===== src/hw/rtl/sch_div.sv =====
`timescale 1ns / 1ps

// Restoring divider, one quotient bit per cycle, QW bits.
// Caller guarantees dividend < divisor << QW.
module sch_div #(
	parameter int QW = 10
) (
	input  logic          clk,
	input  logic          arst_n,
	input  logic          start,
	input  logic [31:0]   dividend,
	input  logic [31:0]   divisor,
	output logic          done,
	output logic [QW-1:0] quotient
);

	localparam int DW = 32 + QW;
	localparam int CW = $clog2(QW + 1);

	logic [31:0]   rem_q;
	logic [DW-1:0] den_q;
	logic [QW-1:0] quo_q;
	logic [CW-1:0] cnt_q;
	logic          busy_q;
	logic          done_q;
	logic          ge;

	assign ge = DW'(rem_q) >= den_q;

	always_ff @(posedge clk or negedge arst_n) begin
		if (!arst_n) begin
			busy_q <= 1'b0;
			done_q <= 1'b0;
			cnt_q  <= '0;
		end else begin
			done_q <= 1'b0;
			if (start) begin
				busy_q <= 1'b1;
				cnt_q  <= CW'(QW);
			end else if (busy_q) begin
				cnt_q <= cnt_q - CW'(1);
				if (cnt_q == CW'(1)) begin
					busy_q <= 1'b0;
					done_q <= 1'b1;
				end
			end
		end
	end

	always_ff @(posedge clk) begin
		if (start) begin
			rem_q <= dividend;
			den_q <= DW'(divisor) << (QW - 1);
			quo_q <= '0;
		end else if (busy_q) begin
			if (ge) begin
				rem_q <= rem_q - den_q[31:0];
			end
			den_q <= den_q >> 1;
			quo_q <= (quo_q << 1) | QW'(ge);
		end
	end

	assign done     = done_q;
	assign quotient = quo_q;

endmodule


===== config.mk =====
export PLATFORM = sky130hd
export DESIGN_NAME = sch_div
export DESIGN_NICKNAME = d
export VERILOG_FILES = /design/src/hw/rtl/sch_div.sv
export SDC_FILE = /design/constraint.sdc
export NUM_CORES = 1
export LEC_CHECK = 0
export BUFFER_PORTS_ARGS = -buffer_cell sky130_fd_sc_hd__buf_4
export CORE_ASPECT_RATIO = 1.2
export CORE_MARGIN = 5
export CORE_UTILIZATION = 58
export DETAILED_ROUTE_END_ITERATION = 16
export PLACE_DENSITY = 0.9
export SETUP_SLACK_MARGIN = 0.2
export SYNTH_ARGS = -nofsm -noshare
export SYNTH_HDL_FRONTEND = slang
export SYNTH_SLANG_ARGS = --single-unit

===== constraint.sdc =====
create_clock -name clk -period 6.6 [get_ports clk]
set_clock_uncertainty 0.15 [all_clocks]
set_input_delay 0.66 -clock clk [delete_from_list [all_inputs] [get_ports clk]]
set_output_delay 0.66 -clock clk [all_outputs]
set_load 0.01 [all_outputs]

==> run summary, run 1 <==
The final count of negative-setup-slack endpoints is 0. The initialized floorplan defines 39 standard-cell rows. The layout overhead on the synthesized area is 16.7%.

The arithmetic-cell share of the synthesized area counting full adders, half adders and majority gates came out at 7.77%. The initial antenna violation count came out at 0. The part of the total power dissipated in sequential elements came out at 37.3%. For the worst setup path, the data arrival time is 3.10 ns. The startpoint identified for the worst register-to-register timing path is busy_q. The kind of start point of the critical path is a flip-flop. The capturing element type of the critical path is a flip-flop. The max-slew violation count is 0. The slack of the worst reg-to-reg path came out at 3.34 ns. The most critical setup path has its startpoint at busy_q.

The clock slew at the register clock pins of the worst setup and hold paths is 0.07 ns. TritonCTS created 9 clock buffers. The number of instances in the placed design is 799. The run finished with clean final reports. The part of the power in combinational logic is 33.0%.

The final period utilization is 49.4%. The data required time at the worst endpoint came out at 6.44 ns. Summing the areas of all compound-gate instances in the mapped netlist gives 21.1% of the synthesized area. The slack of the critical path came out at 3.34 ns.

Cell internal power was estimated by the tool at 1.27 mW. The most used flip-flop cell after synthesis is edfxtp_1. The switching share of total power is 32.9%. The total overflow left after global routing is 0. The share of synthesized registers carrying an async set or reset is 6.74%. Once detail routing completed, the nets flagged for antenna violations numbered 0. The mapped netlist covers 5730 um2. The proportion of power drawn by the clock network is 29.7%. The worst vdd rail ir drop is 0.204 mV.

The top cell types in the final layout, fill and taps aside, are nand2_1 (96), buf_4 (79), edfxtp_1 (64), o21ai_0 (59), inv_1 (50). After the last flow step, the layout net total stands at 790. The startpoint of the lowest-slack hold path is quotient[9].

At the later pin of the worst-skew pair, clock insertion delay measures 0.34 ns. The number of remaining DRC errors is 0. The post-synthesis sequential area ratio came out at 42.8%. The worst pin sits at a relative slew slack of 30.0%. The analysis attributes to cell leakage a power of 2.94 nW. The share of final-layout standard cells stronger than drive strength 1 is 16.2%. Summing the areas of all and, or, nand and nor instances in the mapped netlist gives 15.0% of the synthesized area. Setup repair after global routing left no endpoint under its margin. The number of DRC markers in iteration 0 is 468.

The multiplexer area fraction after synthesis came out at 4.08%. Routability-driven placement finished with a final weighted congestion of 0.915. The half-perimeter wire length of the detailed placement result is 10400 um.

The wire length of the first global-routing pass is 23000 um. The register bit total from synthesis came out at 89. The final layout contains routed wiring with a total length of 14300 um. The floorplan step set the die width to 101 um. For this run, the number of Yosys warnings is 0.

The area share of xor/xnor cells in the synthesized design is 3.51%. Leaving out fill and tap cells, the most frequent cell in the layout is nand2_1. Setup total negative slack on the finished layout was measured at 0 ns. Derived from the worst setup path, the maximum achievable clock frequency is 307 MHz. The longest clock path from root to sink contains 2 buffers. The critical-path maximum fanout came out at 48.

The average wire per standard cell is 17.5 um. Across every metal layer, demand over resource in global routing totals 23.9%. Prior to clock tree synthesis, the placed netlist has a worst setup slack of 3.38 ns. The path class of the tightest hold or removal check is reg -> reg. The critical path in this run is classified as reg -> reg. The number of standard cells in the final layout excluding fillers is 816. Max-cap violations in this run came to 0. The final critical delay including setup and external delays is 3.26 ns.

The via count of the first global-routing pass is 4918. The overall die height came out at 119 um. At the pin with the least slew margin, the transition time is 1.05 ns. The total of buffers placed on input and output ports came out at 77.

The number of antenna repair diodes came out at 0. The I/O pin total came out at 78. The number of synthesized flops with an enable pin came out at 64. The buffer type at the clock tree root is clkbuf_16. The number of detailed-routing iterations run before antenna repair is 6. Counting every sink on the clock net gives 89. TritonCTS built the clock tree.

The net count of the mapped netlist came out at 731. Synthesis instantiated 62 different standard cells from the library. The post-detailed-route via-to-cell ratio is 6.00. The mean area per synthesized cell is 9.11 um2. The largest family of logic cells by synthesized area is compound AO/OA/AOI/OAI gates. The pin count of the biggest net entering global routing is 92. The switching power is 0.624 mW. Dividing total power by cell area gives a power density of 283 nW/um2.

Once the floorplan was initialized, standard cells occupied 59.6% of the core. Detailed routing inserted a total of 4900 vias. The final hold violation count is 0. The area of the die is 12000 um2. The number of instances in the synthesized netlist came out at 629. The area inside the core boundary came out at 9610 um2.

The H-tree generated during clock tree synthesis spans 3 levels.
[final cells by class]
type                       count  area [um2]
tap                          123         154
timing repair buffer          80         603
inverter                      51         191
clock inverter                 4        53.8
clock buffer                  12         278
multi-input combinational    457        2960
sequential                    89        2450
fill                         729        2920
[cell families (layout without fill, tap and decap cells)]
group / after synthesis / count (layout)
and+or+nand+nor: 192 / 192
xor gates and xnor gates: 23 / 23
AOI/OAI and AO/OA: 184 / 184
buffers and inverters: 83 / 147
adders and majority gates: 35 / 35
DFF: 89 / 89
muxes: 23 / 23
[sequential cells by signal, indices dropped and copies added, names as in the netlist]
register  cells
den_q        41
cnt_q         4
done          1
busy_q        1
quotient     10
rem_q        32
[per-layer routing]
metal / track usage (%) / vias up / routed length (um)
met1: 30.5 / 2292 / 5940
met5: 0 / - / 0
met4: 10.8 / 0 / 456
li1: - / 2374 / -
met2: 39.8 / 200 / 7070
met3: 3.33 / 34 / 832
[per-stage QoR]
stage          cell area (um2)  util [%]  hold slack (ns)  power [mW]
6_report                  6690      69.6            0.367        1.90
5_1_grt                   6690      69.6            0.397        1.99
4_1_cts                   6690      69.6            0.366        1.89
3_5_place_dp              6350      66.0            0.323        1.33
3_3_place_gp              6350      66.0            0.319        1.31
2_1_floorplan             5730         -            0.214        1.17
[power groups by stage]
stage	Sequential (mW)	Clock, mW	Combinational, mW
final	0.708	0.563	0.626
after global routing	0.712	0.588	0.690
after floorplan	0.704	0	0.470
after global placement	0.715	0	0.591
after CTS	0.707	0.566	0.616
after detailed placement	0.719	0	0.610
[what timing repair did]
item / in CTS / in global routing
resized for setup: 0 / 0
hold buffers: 1 / 0
buffers inserted: 0 / 0
endpoints found under the hold margin: 6 / 0
setup endpoints to repair: 0 / 0
[synthesized netlist by cell type (all sizes together) (9+ instances only)]
cell type,n,area share [%]
o21bai,9,1.2
ha,34,7.4
a21oi,37,3.2
xnor2,17,2.6
dfxtp,19,6.6
nor2,39,2.6
nor3,9,0.79
nand2,96,6.3
clkbuf,22,1.5
o21ai,62,5.4
mux2i,20,3.5
inv,50,3.3
buf,10,0.89
a21o,14,1.8
nand3,9,0.79
edfxtp,64,34
a22o,11,1.7
[worst max-delay path, stage by stage (launching register included)]
cell and delay [ns]:
dfrtp_2 1.06, or4b_2 0.65, nor4_1 0.35, nand2_1 0.12, o21ai_2 0.12, buf_4 0.42
[worst paths after layout]
check | endpoint | depth (start not counted)
min in group asynchronous | busy_q | 2
max | rem_q[16] | 5
min | quotient[9] | 2
min reg2reg | quotient[9] | 2
max in group asynchronous | busy_q | 2
max reg2reg | rem_q[16] | 5
(Power assumes the default switching activity.)
==> run 2, diff against run 1 <==
==> constraint.sdc (replaced) <==
create_clock -name clk -period 3 [get_ports clk]
set_clock_uncertainty 0.15 [all_clocks]
set_input_delay 0.3 -clock clk [delete_from_list [all_inputs] [get_ports clk]]
set_output_delay 0.3 -clock clk [all_outputs]
set_load 0.01 [all_outputs]
==> run 2 against run 1 <==
Register-to-register slack got worse by 3.2 ns. Design area increased by 9.9%. Die area unchanged. First-iteration DRC count increased by 28%. Sequential cell count unchanged. Power increased by 140%. Clock power increased by 130%. Critical path depth increased by 7. Setup slack got worse by 3.2 ns. Utilization increased by 6.9 points.
==> run summary, run 2 (same netlist as run 1, synthesis figures left out) <==
The worst hold margin came out at 0.0782 ns. From left edge to right edge, the die measures 101 um. The post-detailed-placement cell area is 6480 um2. The global routing usage summed across all routing layers came out at 25.0%.

The worst relative slew slack came out at 38.9%. The worst setup path is launched from a flip-flop. The number of DRC markers in iteration 0 is 600. The worst vdd rail ir drop is 0.392 mV. The area of the die is 12000 um2. Counting tap cells, the placed design contains a total of 811 instances.

The level count of the clock H-tree came out at 3. The total via count after detailed routing came out at 5338. The number of detailed-routing iterations run before antenna repair is 6. The transition time at the pin with the least slew margin is 0.914 ns.

In this run the worst path has a maximum fanout of 9. During I/O placement, the number of pins put on the boundary was 78. The clock period could shrink to 2.83 ns.

The clock slew at the register clock pins of the worst setup and hold paths came out at 0.07 ns. The final period utilization is 94.4%. The tightest min-delay check is of the in -> reg type.

In this run the tool buffered the top-level ports with 77 buffer cells. The final wirelength is 16500 um. The number of remaining DRC errors came out at 0. Setup repair after global routing could not meet its margin everywhere. The number of sinks on the clock net came out at 89. The via count of the first global-routing pass came to 5124. The worst setup path is of the reg -> reg kind. The number of nets with antenna violations after routing is 0. The largest individual stage delay along the critical path comes from the cell ha_1.

The layout overhead on the synthesized area is 28.3%. The area inside the core boundary came out at 9610 um2. The max-slew violation count came out at 0. The capturing element type of the critical path is a flip-flop. The congestion estimate from routability-driven global placement came to 0.905. The signal on the critical path passes through inv_1 -> ha_1 -> and2_1 -> nand2_1 -> nor3_4 -> a31oi_1 -> o21ai_1 -> a211oi_2 -> buf_4 -> o21ai_4 -> buf_12 -> clkbuf_16. The net total in the final layout is 819. The library cells used most frequently in the layout, excluding fill and tap cells, are buf_4 (102), nand2_1 (94), edfxtp_1 (64), o21ai_0 (57), inv_1 (48). The first global-routing pass estimated 24000 um of wire. Clock tree synthesis selected as its root buffer the cell clkbuf_16. The final count of negative-setup-slack endpoints came out at 0. The initial antenna violation count was 0. The die is 119 um tall. The clock latency on the worst-skew pair came out at 0.35 ns.

The flip-flop count of the largest register, all copies and words added is 41. The number of antenna repair diodes came out at 0. The final design instance area without fill is 7350 um2.

Counting the fill cells in the layout gives 610. The post-detailed-route via-to-cell ratio is 6.32. The aggregate negative setup slack came out at 0 ns. The run finished with clean final reports. TritonCTS built the clock tree.

Data on the critical path is required at its endpoint by 2.91 ns. Entering global routing, the biggest net connects 48 pins. The effective utilization at floorplan came out at 59.6%.

The most common library cell in the layout ignoring fill and taps is buf_4. The TritonCTS buffer count is 9. Derived from the worst setup path, the maximum achievable clock frequency is 353 MHz. The delay of the slowest critical-path stage came out at 0.42 ns. The data arrival time at the worst-slack endpoint is 2.74 ns. Ranked by flip-flop count, first place goes to den_q.

The row count is 39. The average wire per standard cell is 19.6 um. The total power density per cell area came out at 623 nW/um2. The total power is 4.58 mW. Once detailed placement completed, the half-perimeter wirelength came to 10700 um. The number of buffers and inverters on the critical path is 4. Broken down by cell family, the worst path's largest delay share belongs to compound AO/OA/AOI/OAI gates. The analysis attributes to cell leakage a power of 3.14 nW. The final hold violation count is 0.

The share of final-layout standard cells stronger than drive strength 1 came out at 27.0%. The number of standard cells in the final layout excluding fillers came out at 845. Max-cap violations in this run came to 0. The maximum clock path buffer count is 2. The total overflow reported by the global router is 0.
==> run 2: changes by cell type in the layout (fill, tap and decap cells not counted), sizes merged <==
cell    previous run  this run
buf               79       106
clkbuf            12        14
==> run 2: cell type report <==
cell class              instances  area (um2)  area share [%]
multi-input cells             457        3320            45.2
repair buffers                109         897            12.2
inverters                      51         191            2.60
clock inverters                 4        55.1           0.749
well taps                     123         154            2.09
clock buffers                  12         279            3.79
flip-flops and latches         89        2450            33.4
==> run 2: worst min-delay path: cells and delay by family <==
kind,cells,cell delay [ns]
buf+inv,1,0.08
simple gates,1,0.04
compound gates,1,0.05
==> run 2: path summary, 6_finish.rpt <==
check / slack [ns] / cells past startpoint / startpoint / end
max in group asynchronous: 2.44 / 2 / arst_n / busy_q
worst min register to register: 0.37 / 2 / quotient[9] / quotient[9]
worst min-delay path: 0.08 / 3 / divisor[13] / den_q[22]
min in group asynchronous: 0.14 / 2 / arst_n / busy_q
worst max-delay path: 0.17 / 12 / den_q[25] / rem_q[6]
worst max register to register: 0.17 / 12 / den_q[25] / rem_q[6]
==> run 2: power breakdown <==
group	switching (mW)	internal [mW]
combinational	0.971	0.780
sequential	0.0760	1.49
clock	0.512	0.756
total	1.56	3.02
==> run 2: through the flow <==
stage                     utilization [%]  setup WS (ns)
after floorplan                         -          0.217
after detailed placement             67.4         -0.122
after CTS                            72.4          0.170
final                                76.5          0.168
after global routing                 76.5         0.0750
after global placement               67.4          0.113
==> run 2: timing repair <==
item                                    4_1_cts  5_1_grt
pin swaps                                     7       24
resized for setup                            19       54
hold buffers                                  1        0
endpoints found under the setup margin       41       45
cloned                                        0        2
hold endpoints to repair                      6        0
buffers inserted                              5       10
==> run 2: metal layers <==
layer | routed length [um] | up-vias | track usage, % | part of all wire [%]
met5 | 0 | - | 0 | 0
met4 | 718 | 0 | 11.5 | 4.3
met3 | 1070 | 64 | 2.92 | 6.5
met2 | 8410 | 297 | 43.3 | 51
met1 | 6330 | 2534 | 30.7 | 38
li1 | - | 2443 | - | -
